<file path="src/rtl/core/tpac_pkg.sv">
// ----------------------------------------------------------------------------
// tpac_pkg
// Types and codes shared by the two-point accelerometer calibration block.
// ----------------------------------------------------------------------------
package tpac_pkg;

	localparam int SAMPLE_W = 16;
	localparam int ACC_W    = 18;
	localparam int NUM_W    = SAMPLE_W + 2;
	localparam int SPAN_W   = SAMPLE_W + 1;
	localparam int LEVELS   = 3;

	localparam logic [1:0] KIND_MEASURE = 2'd0;
	localparam logic [1:0] KIND_PLUS    = 2'd1;
	localparam logic [1:0] KIND_MINUS   = 2'd2;

	localparam logic [1:0] AXIS_LAST = 2'd2;

	localparam logic [1:0] VALID_PLUS  = 2'b01;
	localparam logic [1:0] VALID_MINUS = 2'b10;
	localparam logic [1:0] VALID_BOTH  = 2'b11;

	localparam logic [2:0] STAT_OK       = 3'd0;
	localparam logic [2:0] STAT_UNCAL    = 3'd1;
	localparam logic [2:0] STAT_ZERO     = 3'd2;
	localparam logic [2:0] STAT_SAMPLE   = 3'd3;
	localparam logic [2:0] STAT_CAPTURED = 3'd4;

	localparam logic signed [ACC_W-1:0] ACC_MAX = 18'sd131071;
	localparam logic [ACC_W-1:0]        ACC_MIN_MAG = 18'h20000;

	typedef enum logic [1:0] {
		ST_IDLE,
		ST_EXEC,
		ST_DIV,
		ST_DONE
	} state_t;

	typedef struct packed {
		logic [1:0]                 kind;
		logic [1:0]                 axis;
		logic signed [SAMPLE_W-1:0] sample;
	} in_word_t;

	typedef struct packed {
		logic signed [ACC_W-1:0] accel_fixed;
		logic [1:0]              result_axis;
		logic [2:0]              status;
		logic                    saturated;
	} out_word_t;

endpackage

</file>
<file path="src/rtl/core/two_point_accel_calibration.sv">
// ----------------------------------------------------------------------------
// two_point_accel_calibration
// Per-axis two-point accelerometer calibration: averages plus and minus 1g
// runs into stored levels and corrects measure words to Q.FRAC_BITS in g.
// A corrected measure or a level capture passes through the shared divider,
// which yields one quotient bit per cycle; other words skip the divider. One
// word is in work at a time; the next word is accepted while a finished
// result still waits in the output register.
// Reset clears the calibration run, all stored levels and their valid flags.
// ----------------------------------------------------------------------------
module two_point_accel_calibration
	import tpac_pkg::*;
#(
	parameter int SAMPLES   = 64,
	parameter int FRAC_BITS = 12
) (
	input  logic      clk,
	input  logic      arst_n,
	input  logic      item_valid,
	output logic      item_ready,
	input  in_word_t  item,
	output logic      result_valid,
	input  logic      result_ready,
	output out_word_t result
);

	localparam int SUM_W  = SAMPLE_W + 1 + $clog2(SAMPLES);
	localparam int CNT_W  = $clog2(SAMPLES + 1);
	localparam int MEAS_W = SPAN_W + FRAC_BITS;
	localparam int DVD_W  = (SUM_W > MEAS_W) ? SUM_W : MEAS_W;
	localparam int DVS_W  = (SPAN_W > CNT_W) ? SPAN_W : CNT_W;

	state_t state_q, state_d;

	in_word_t                in_q;
	logic signed [SUM_W-1:0] sum_q;
	logic [CNT_W-1:0]        cnt_q;
	logic [1:0]              run_kind_q;
	logic [1:0]              run_axis_q;

	logic signed [SAMPLE_W-1:0] plus_q  [LEVELS];
	logic signed [SAMPLE_W-1:0] minus_q [LEVELS];
	logic [1:0]                 valid_q [LEVELS];

	logic [2:0] status_q;
	logic       use_div_q;
	logic       cal_q;
	logic       neg_q;

	out_word_t out_q;
	logic      out_valid_q;

	logic             is_cal;
	logic             axis_ok;
	logic [1:0]       idx;
	logic             restart;
	logic signed [SUM_W-1:0] sum_new;
	logic [CNT_W-1:0] cnt_new;
	logic             capture;
	logic [SUM_W-1:0] sum_mag;

	logic signed [NUM_W-1:0]  num;
	logic signed [SPAN_W-1:0] span;
	logic [SPAN_W-1:0]        num_mag;
	logic [SPAN_W-1:0]        span_mag;

	logic             div_start;
	logic [DVD_W-1:0] div_dvd;
	logic [DVS_W-1:0] div_dvs;
	logic             div_done;
	logic [DVD_W-1:0] quo;

	logic       use_div_d;
	logic       neg_d;
	logic [2:0] status_d;
	logic       load_out;
	out_word_t  res_d;
	logic signed [SAMPLE_W-1:0] lvl_d;

	assign is_cal  = (in_q.kind == KIND_PLUS) || (in_q.kind == KIND_MINUS);
	assign axis_ok = in_q.axis <= AXIS_LAST;
	assign idx     = axis_ok ? in_q.axis : 2'd0;

	assign restart = (run_kind_q != in_q.kind) || (run_axis_q != in_q.axis);
	assign sum_new = (restart ? SUM_W'(0) : sum_q)
		+ {{(SUM_W - SAMPLE_W){in_q.sample[SAMPLE_W-1]}}, in_q.sample};
	assign cnt_new = (restart ? CNT_W'(0) : cnt_q) + 1'b1;
	assign capture = cnt_new >= CNT_W'(SAMPLES);
	assign sum_mag = sum_new[SUM_W-1] ? SUM_W'(-sum_new) : SUM_W'(sum_new);

	assign num = {in_q.sample[SAMPLE_W-1], in_q.sample, 1'b0}
		- {{2{plus_q[idx][SAMPLE_W-1]}}, plus_q[idx]}
		- {{2{minus_q[idx][SAMPLE_W-1]}}, minus_q[idx]};
	assign span = {plus_q[idx][SAMPLE_W-1], plus_q[idx]}
		- {minus_q[idx][SAMPLE_W-1], minus_q[idx]};
	assign num_mag  = num[NUM_W-1] ? SPAN_W'(-num) : SPAN_W'(num);
	assign span_mag = span[SPAN_W-1] ? SPAN_W'(-span) : SPAN_W'(span);

	always_comb begin
		use_div_d = 1'b0;
		neg_d     = 1'b0;
		status_d  = STAT_UNCAL;
		div_dvd   = DVD_W'(num_mag) << FRAC_BITS;
		div_dvs   = DVS_W'(span_mag);
		if (is_cal) begin
			if (axis_ok) begin
				if (capture) begin
					use_div_d = 1'b1;
					neg_d     = sum_new[SUM_W-1];
					div_dvd   = DVD_W'(sum_mag) + DVD_W'(SAMPLES / 2);
					div_dvs   = DVS_W'(SAMPLES);
				end else begin
					status_d = STAT_SAMPLE;
				end
			end
		end else if (axis_ok && valid_q[idx] == VALID_BOTH) begin
			if (span == '0) begin
				status_d = STAT_ZERO;
			end else begin
				use_div_d = 1'b1;
				neg_d     = num[NUM_W-1] ^ span[SPAN_W-1];
			end
		end
	end

	always_comb begin
		res_d             = '0;
		res_d.result_axis = in_q.axis;
		res_d.status      = status_q;
		lvl_d             = neg_q ? -SAMPLE_W'(quo) : SAMPLE_W'(quo);
		if (use_div_q) begin
			if (cal_q) begin
				res_d.status = STAT_CAPTURED;
			end else begin
				res_d.status = STAT_OK;
				if (neg_q) begin
					if (quo > DVD_W'(ACC_MIN_MAG)) begin
						res_d.accel_fixed = ACC_MIN_MAG;
						res_d.saturated   = 1'b1;
					end else begin
						res_d.accel_fixed = -ACC_W'(quo);
					end
				end else begin
					if (quo > DVD_W'(ACC_MAX)) begin
						res_d.accel_fixed = ACC_MAX;
						res_d.saturated   = 1'b1;
					end else begin
						res_d.accel_fixed = ACC_W'(quo);
					end
				end
			end
		end
	end

	always_comb begin
		state_d    = state_q;
		item_ready = 1'b0;
		div_start  = 1'b0;
		load_out   = 1'b0;
		case (state_q)
			ST_IDLE: begin
				item_ready = 1'b1;
				if (item_valid) begin
					state_d = ST_EXEC;
				end
			end
			ST_EXEC: begin
				if (use_div_d) begin
					div_start = 1'b1;
					state_d   = ST_DIV;
				end else begin
					state_d = ST_DONE;
				end
			end
			ST_DIV: begin
				if (div_done) begin
					state_d = ST_DONE;
				end
			end
			ST_DONE: begin
				if (!out_valid_q || result_ready) begin
					load_out = 1'b1;
					state_d  = ST_IDLE;
				end
			end
			default: begin
				state_d = ST_IDLE;
			end
		endcase
	end

	always_ff @(posedge clk or negedge arst_n) begin
		if (!arst_n) begin
			state_q <= ST_IDLE;
		end else begin
			state_q <= state_d;
		end
	end

	always_ff @(posedge clk or negedge arst_n) begin
		if (!arst_n) begin
			sum_q       <= '0;
			cnt_q       <= '0;
			run_kind_q  <= KIND_MEASURE;
			run_axis_q  <= '0;
			out_valid_q <= 1'b0;
			for (int i = 0; i < LEVELS; i++) begin
				plus_q[i]  <= '0;
				minus_q[i] <= '0;
				valid_q[i] <= '0;
			end
		end else begin
			if (state_q == ST_EXEC && is_cal && axis_ok) begin
				if (capture) begin
					sum_q      <= '0;
					cnt_q      <= '0;
					run_kind_q <= KIND_MEASURE;
					run_axis_q <= '0;
				end else begin
					sum_q      <= sum_new;
					cnt_q      <= cnt_new;
					run_kind_q <= in_q.kind;
					run_axis_q <= in_q.axis;
				end
			end
			if (load_out && use_div_q && cal_q) begin
				if (in_q.kind == KIND_PLUS) begin
					plus_q[idx]  <= lvl_d;
					valid_q[idx] <= valid_q[idx] | VALID_PLUS;
				end else begin
					minus_q[idx] <= lvl_d;
					valid_q[idx] <= valid_q[idx] | VALID_MINUS;
				end
			end
			if (load_out) begin
				out_valid_q <= 1'b1;
			end else if (result_ready) begin
				out_valid_q <= 1'b0;
			end
		end
	end

	always_ff @(posedge clk) begin
		if (item_valid && item_ready) begin
			in_q <= item;
		end
		if (state_q == ST_EXEC) begin
			status_q  <= status_d;
			use_div_q <= use_div_d;
			cal_q     <= is_cal;
			neg_q     <= neg_d;
		end
		if (load_out) begin
			out_q <= res_d;
		end
	end

	tpac_div #(
		.DVD_W(DVD_W),
		.DVS_W(DVS_W)
	) u_div (
		.clk      (clk),
		.arst_n   (arst_n),
		.start    (div_start),
		.dividend (div_dvd),
		.divisor  (div_dvs),
		.done     (div_done),
		.quotient (quo)
	);

	assign result_valid = out_valid_q;
	assign result       = out_q;

endmodule

</file>
<file path="src/rtl/core/tpac_div.sv">
// ----------------------------------------------------------------------------
// tpac_div
// Unsigned restoring divider that produces one quotient bit per cycle.
// ----------------------------------------------------------------------------
module tpac_div #(
	parameter int DVD_W = 30,
	parameter int DVS_W = 17
) (
	input  logic             clk,
	input  logic             arst_n,
	input  logic             start,
	input  logic [DVD_W-1:0] dividend,
	input  logic [DVS_W-1:0] divisor,
	output logic             done,
	output logic [DVD_W-1:0] quotient
);

	localparam int CNT_W = $clog2(DVD_W + 1);

	logic [DVS_W-1:0] rem_q;
	logic [DVD_W-1:0] dq_q;
	logic [DVS_W-1:0] dvs_q;
	logic [CNT_W-1:0] cnt_q;
	logic             busy_q;
	logic             done_q;
	logic [DVS_W:0]   trial;
	logic             fits;

	assign trial = {rem_q, dq_q[DVD_W-1]};
	assign fits  = trial >= {1'b0, dvs_q};

	always_ff @(posedge clk or negedge arst_n) begin
		if (!arst_n) begin
			busy_q <= 1'b0;
			done_q <= 1'b0;
			cnt_q  <= '0;
		end else begin
			done_q <= 1'b0;
			if (start) begin
				busy_q <= 1'b1;
				cnt_q  <= CNT_W'(DVD_W);
			end else if (busy_q) begin
				cnt_q <= cnt_q - 1'b1;
				if (cnt_q == CNT_W'(1)) begin
					busy_q <= 1'b0;
					done_q <= 1'b1;
				end
			end
		end
	end

	always_ff @(posedge clk) begin
		if (start) begin
			rem_q <= '0;
			dq_q  <= dividend;
			dvs_q <= divisor;
		end else if (busy_q) begin
			rem_q <= fits ? DVS_W'(trial - {1'b0, dvs_q}) : trial[DVS_W-1:0];
			dq_q  <= {dq_q[DVD_W-2:0], fits};
		end
	end

	assign done     = done_q;
	assign quotient = dq_q;

endmodule

</file>
<file path="config.mk">
export PLATFORM = sky130hd
export DESIGN_NAME = two_point_accel_calibration
export DESIGN_NICKNAME = d
export VERILOG_FILES = /design/src/rtl/core/tpac_pkg.sv /design/src/rtl/core/two_point_accel_calibration.sv /design/src/rtl/core/tpac_div.sv
export SDC_FILE = /design/constraint.sdc
export NUM_CORES = 1
export LEC_CHECK = 0
export BUFFER_PORTS_ARGS = -buffer_cell sky130_fd_sc_hd__clkbuf_2
export CAP_MARGIN = 5
export CORE_ASPECT_RATIO = 0.75
export CORE_MARGIN = 2
export CORE_UTILIZATION = 69
export DETAILED_ROUTE_END_ITERATION = 8
export PLACE_DENSITY = 0.9
export SYNTH_ARGS = -nofsm -noshare
export SYNTH_HDL_FRONTEND = slang
export SYNTH_SLANG_ARGS = --single-unit
</file>
<file path="constraint.sdc">
create_clock -name clk -period 14.45 [get_ports clk]
set_input_delay 4.335 -clock clk [delete_from_list [all_inputs] [get_ports clk]]
set_output_delay 4.335 -clock clk [all_outputs]
set_load 0.1 [all_outputs]
</file>
==> impl_metrics.tcl <==
set metrics [dict create \
    crit_path_top_delay_cell "a31o_2" \
    placed_cells 2291 \
    grt_pass1_wl_um 75500 \
    synth_top_area_share 0.207 \
    netlist_area_mm2 0.0176 \
    numCtsBuffers 25 \
    clockRootBuffer "clkbuf_16" \
    grt_util_met1 0.520 \
    layout-drive-gt1-share 0.0836 \
    die_area_mm2 0.0269 \
    grt_use_total 0.356 \
    drv_cap 0 \
    yosysWarnings 0 \
    ys_top_cells_by_count "nor2_1 (208), nand2_1 (204), a21oi_1 (170), o21ai_0 (149), dfrtp_1 (146)" \
    hpwlAfterDp_um 35200 \
    endpoint_kind "flop" \
    nFillCells 1753 \
    worstHoldStart "sum_q[4]" \
    layout.cells.non_filler 2336 \
    cts_tree "built" \
    hold_viol 0 \
    synth-edff-count 95 \
    rr_worst_depth 20 \
    start_util 0.705 \
    top_usage_layer "met2" \
    fin_crit_ns 6.82 \
    die_width_um 189 \
    yosys_most_used_dff "dfrtp_1" \
    seq_area_frac_synth 0.388 \
    firstDrtPassIters 6 \
    die_h_um 142 \
    maxSlewViolCount 0 \
    cp-start-kind "flop" \
    critPathTopFamily "compound AO/OA/AOI/OAI gates" \
    layout-area-overhead-vs-synth_pct 7.27 \
    internal_power_uw 1120 \
    timing.fmax_mhz 147 \
    combPwrFrac 0.008 \
    yosys.cell_count.top_type "nor2_1" \
    reg2reg_to "u_div.quotient[20]" \
    totalWireLength_um 47700 \
    timing.rr.start "in_q[16]" \
    path_buf_inv 4 \
    synth-seq-cells 258 \
    cts_resized 0 \
    path_cells "inv_1, ha_2, buf_4, nor2b_2, buf_4, a21oi_1, ha_1, nand2b_1, a221o_1, o311a_1, o31ai_1, a21oi_1, xor2_1, or4_1, nor3_1, a31o_2, inv_2, nand2_1, nor2_1, a221o_1" \
    cts_setup_buffers 0 \
    synthCells 1976 \
    met2_usage 0.535 \
    outcome "finished clean" \
    post_drt_wl_per_cell_um 20.4 \
    worstPathRequired_ns 14.74 \
    drt_iter0_markers 1872 \
    fin_setup_tns_ns 0 \
    setup_viol 0 \
    ios 50 \
    antenna_found_initial 2 \
    rows 50 \
    clockBufferDepth 3 \
    vias_per_cell 6.52 \
    cp_data_arrival_time_ns 7.11 \
    hold-path-endpoint "sum_q[4]" \
    vias 15200 \
    io_buffers 49 \
    grt_overflow 0 \
    place_area_mm2 0.0181 \
    synth_area_leader_cell "dfrtp_1" \
    period_share 0.472 \
    ys_top_cells_by_area "dfrtp_1 (21%), edfxtp_1 (16%), ha_1 (7.6%)" \
    crit_fanout 43 \
    path_class "flop to flop" \
    reg2reg_setup_slack_ns 7.63 \
    hp-class "flop to flop" \
    leakage_uw 0.00821 \
    p_seq_frac 0.529 \
    rsz0062_at_grt "no" \
    grt_max_degree 86 \
    synth_cell_types 84 \
    p_per_area_mw_per_mm2 75.4 \
    max_stage_delay_ns 0.71 \
    grt_pass1_vias 13900 \
    avgSynthCellArea_um2 8.92 \
    h-tree-depth 1 \
    cts_num_sinks 258 \
    route.detailed.drc 0 \
    p_clk_frac 0.463 \
    clkTransAtPathRegs_ns 0.06 \
    swShare 0.211 \
    routabilityCongestion 1.03 \
    slew_headroom 0.146 \
    insertion_delay_ns 0.55 \
    core_area_mm2 0.0250 \
    regArea_mm2 0.00685 \
    synthArstFlopShare 0.566 \
    ctsHoldBuffers 0 \
    p_sw_uw 301 \
    worst_slew_pin_slew_ns 1.28 \
    holdPathStages 2 \
    peakVddDrop_v 0.000106 \
    fin_nets 2130 \
    use_met3 0.0700 \
    syn_nets 2126 \
    ant_nets 0 \
    multi_input_area_mm2 0.0101 \
    final_cell_area_mm2 0.0189 \
    antenna_cells 0 \
    fin_worst_skew_ns 0.0140 \
]
==> tightest hold or removal path, cell delays in order, from the launching register on <==
cell and delay (ns):
dfrtp_1 0.33, nand2_1 0.05, o31ai_1 0.05
==> area by class of cell <==
type                            instances  share of cell area
Clock buffer                           28              0.0350
Clock inverter                         17             0.00794
Inverter                               93              0.0187
Multi-Input combinational cell       1537               0.534
Sequential cell                       258               0.362
Tap cell                              338              0.0224
Timing Repair Buffer                   65              0.0196
==> worst max path at each step <==
stage / start / end / slack, ns / cells past startpoint
finish: in_q[16] / u_div.quotient[20] / 7.63 / 20
global route: in_q[17] / u_div.quotient[20] / 7.26 / 21
CTS: in_q[16] / u_div.quotient[20] / 7.77 / 20
detailed placement: in_q[16] / u_div.quotient[20] / 7.80 / 20
global placement: in_q[16] / u_div.quotient[20] / 8.05 / 20
floorplan: in_q[16] / u_div.quotient[0] / 8.78 / 19
==> per-stage QoR <==
| step | utilization | setup WS [ns] | power [µW] | hold slack, ns |
|---|---|---|---|---|
| 3_5_place_dp | 0.723 | 7.80 | 781 | 0.461 |
| 5_1_grt | 0.756 | 7.26 | 1460 | 0.507 |
| 3_3_place_gp | 0.723 | 8.05 | 781 | 0.451 |
| 4_1_cts | 0.756 | 7.77 | 1430 | 0.474 |
| 6_report | 0.756 | 7.63 | 1430 | 0.471 |
| 2_1_floorplan | - | 8.78 | 770 | 0.440 |
==> registers in the layout, summed over array words and instances (netlist names) <==
signal and count:
u_div.done 1, u_div.cnt_q 5, result 24, status_q 2, neg_q 1, run_kind_q 2, u_div.busy_q 1, u_div.rem_q 17
sum_q 23, result_valid 1, cnt_q 7, valid_q 6, u_div.dvs_q 17, u_div.quotient 29, in_q 20, state_q 2
plus_q 48, run_axis_q 2, use_div_q 1, minus_q 48, cal_q 1
==> kinds of logic after synthesis <==
kind of cell | Yosys count | share of synthesized area
AND/OR/NAND/NOR | 687 | 0.187
AO/OA/AOI/OAI | 533 | 0.188
flip-flops | 258 | 0.388
XOR/XNOR | 132 | 0.0656
buffers and inverters | 181 | 0.0403
adder cells (fa/ha/maj) | 126 | 0.0975
multiplexers | 59 | 0.0340
==> metal layers <==
| metal | wire length [µm] | vias to the layer above |
|---|---|---|
| met4 | 1800 | 2 |
| li1 | - | 7044 |
| met5 | 13 | - |
| met1 | 20500 | 7208 |
| met2 | 20000 | 855 |
| met3 | 5320 | 131 |
==> cells in the final DEF, fill, tap and decap left out, types with 18 or more instances in the layout <==
cell type / synthesis / routed
a31oi_1: 24 / 24
clkbuf_2: 0 / 48
edfxtp_1: 95 / 95
nand2_1: 204 / 204
nor2_1: 208 / 205
or3_1: 18 / 18
a21oi_1: 170 / 170
clkbuf_16: 0 / 26
mux2i_1: 52 / 52
inv_1: 91 / 91
o31ai_1: 29 / 28
a21o_1: 22 / 22
fa_1: 19 / 19
ha_1: 107 / 106
nand4_1: 20 / 20
dfrtp_1: 146 / 146
a211oi_1: 25 / 25
xor2_1: 56 / 56
nand2b_1: 26 / 26
or2_2: 19 / 19
xnor2_1: 76 / 76
and2_1: 35 / 35
nand3_1: 38 / 38
o21ai_0: 149 / 149
nor3_1: 27 / 26
==> power by group through the flow <==
stage               logic, µW  registers [µW]  clock network, µW
floorplan              0.0943             770                  0
global placement         11.7             769                  0
detailed placement       12.0             769                  0
CTS                      12.1             755                660
global route             13.6             754                688
finish                   11.6             755                660
Note: power is estimated with default switching activity, not from simulation.
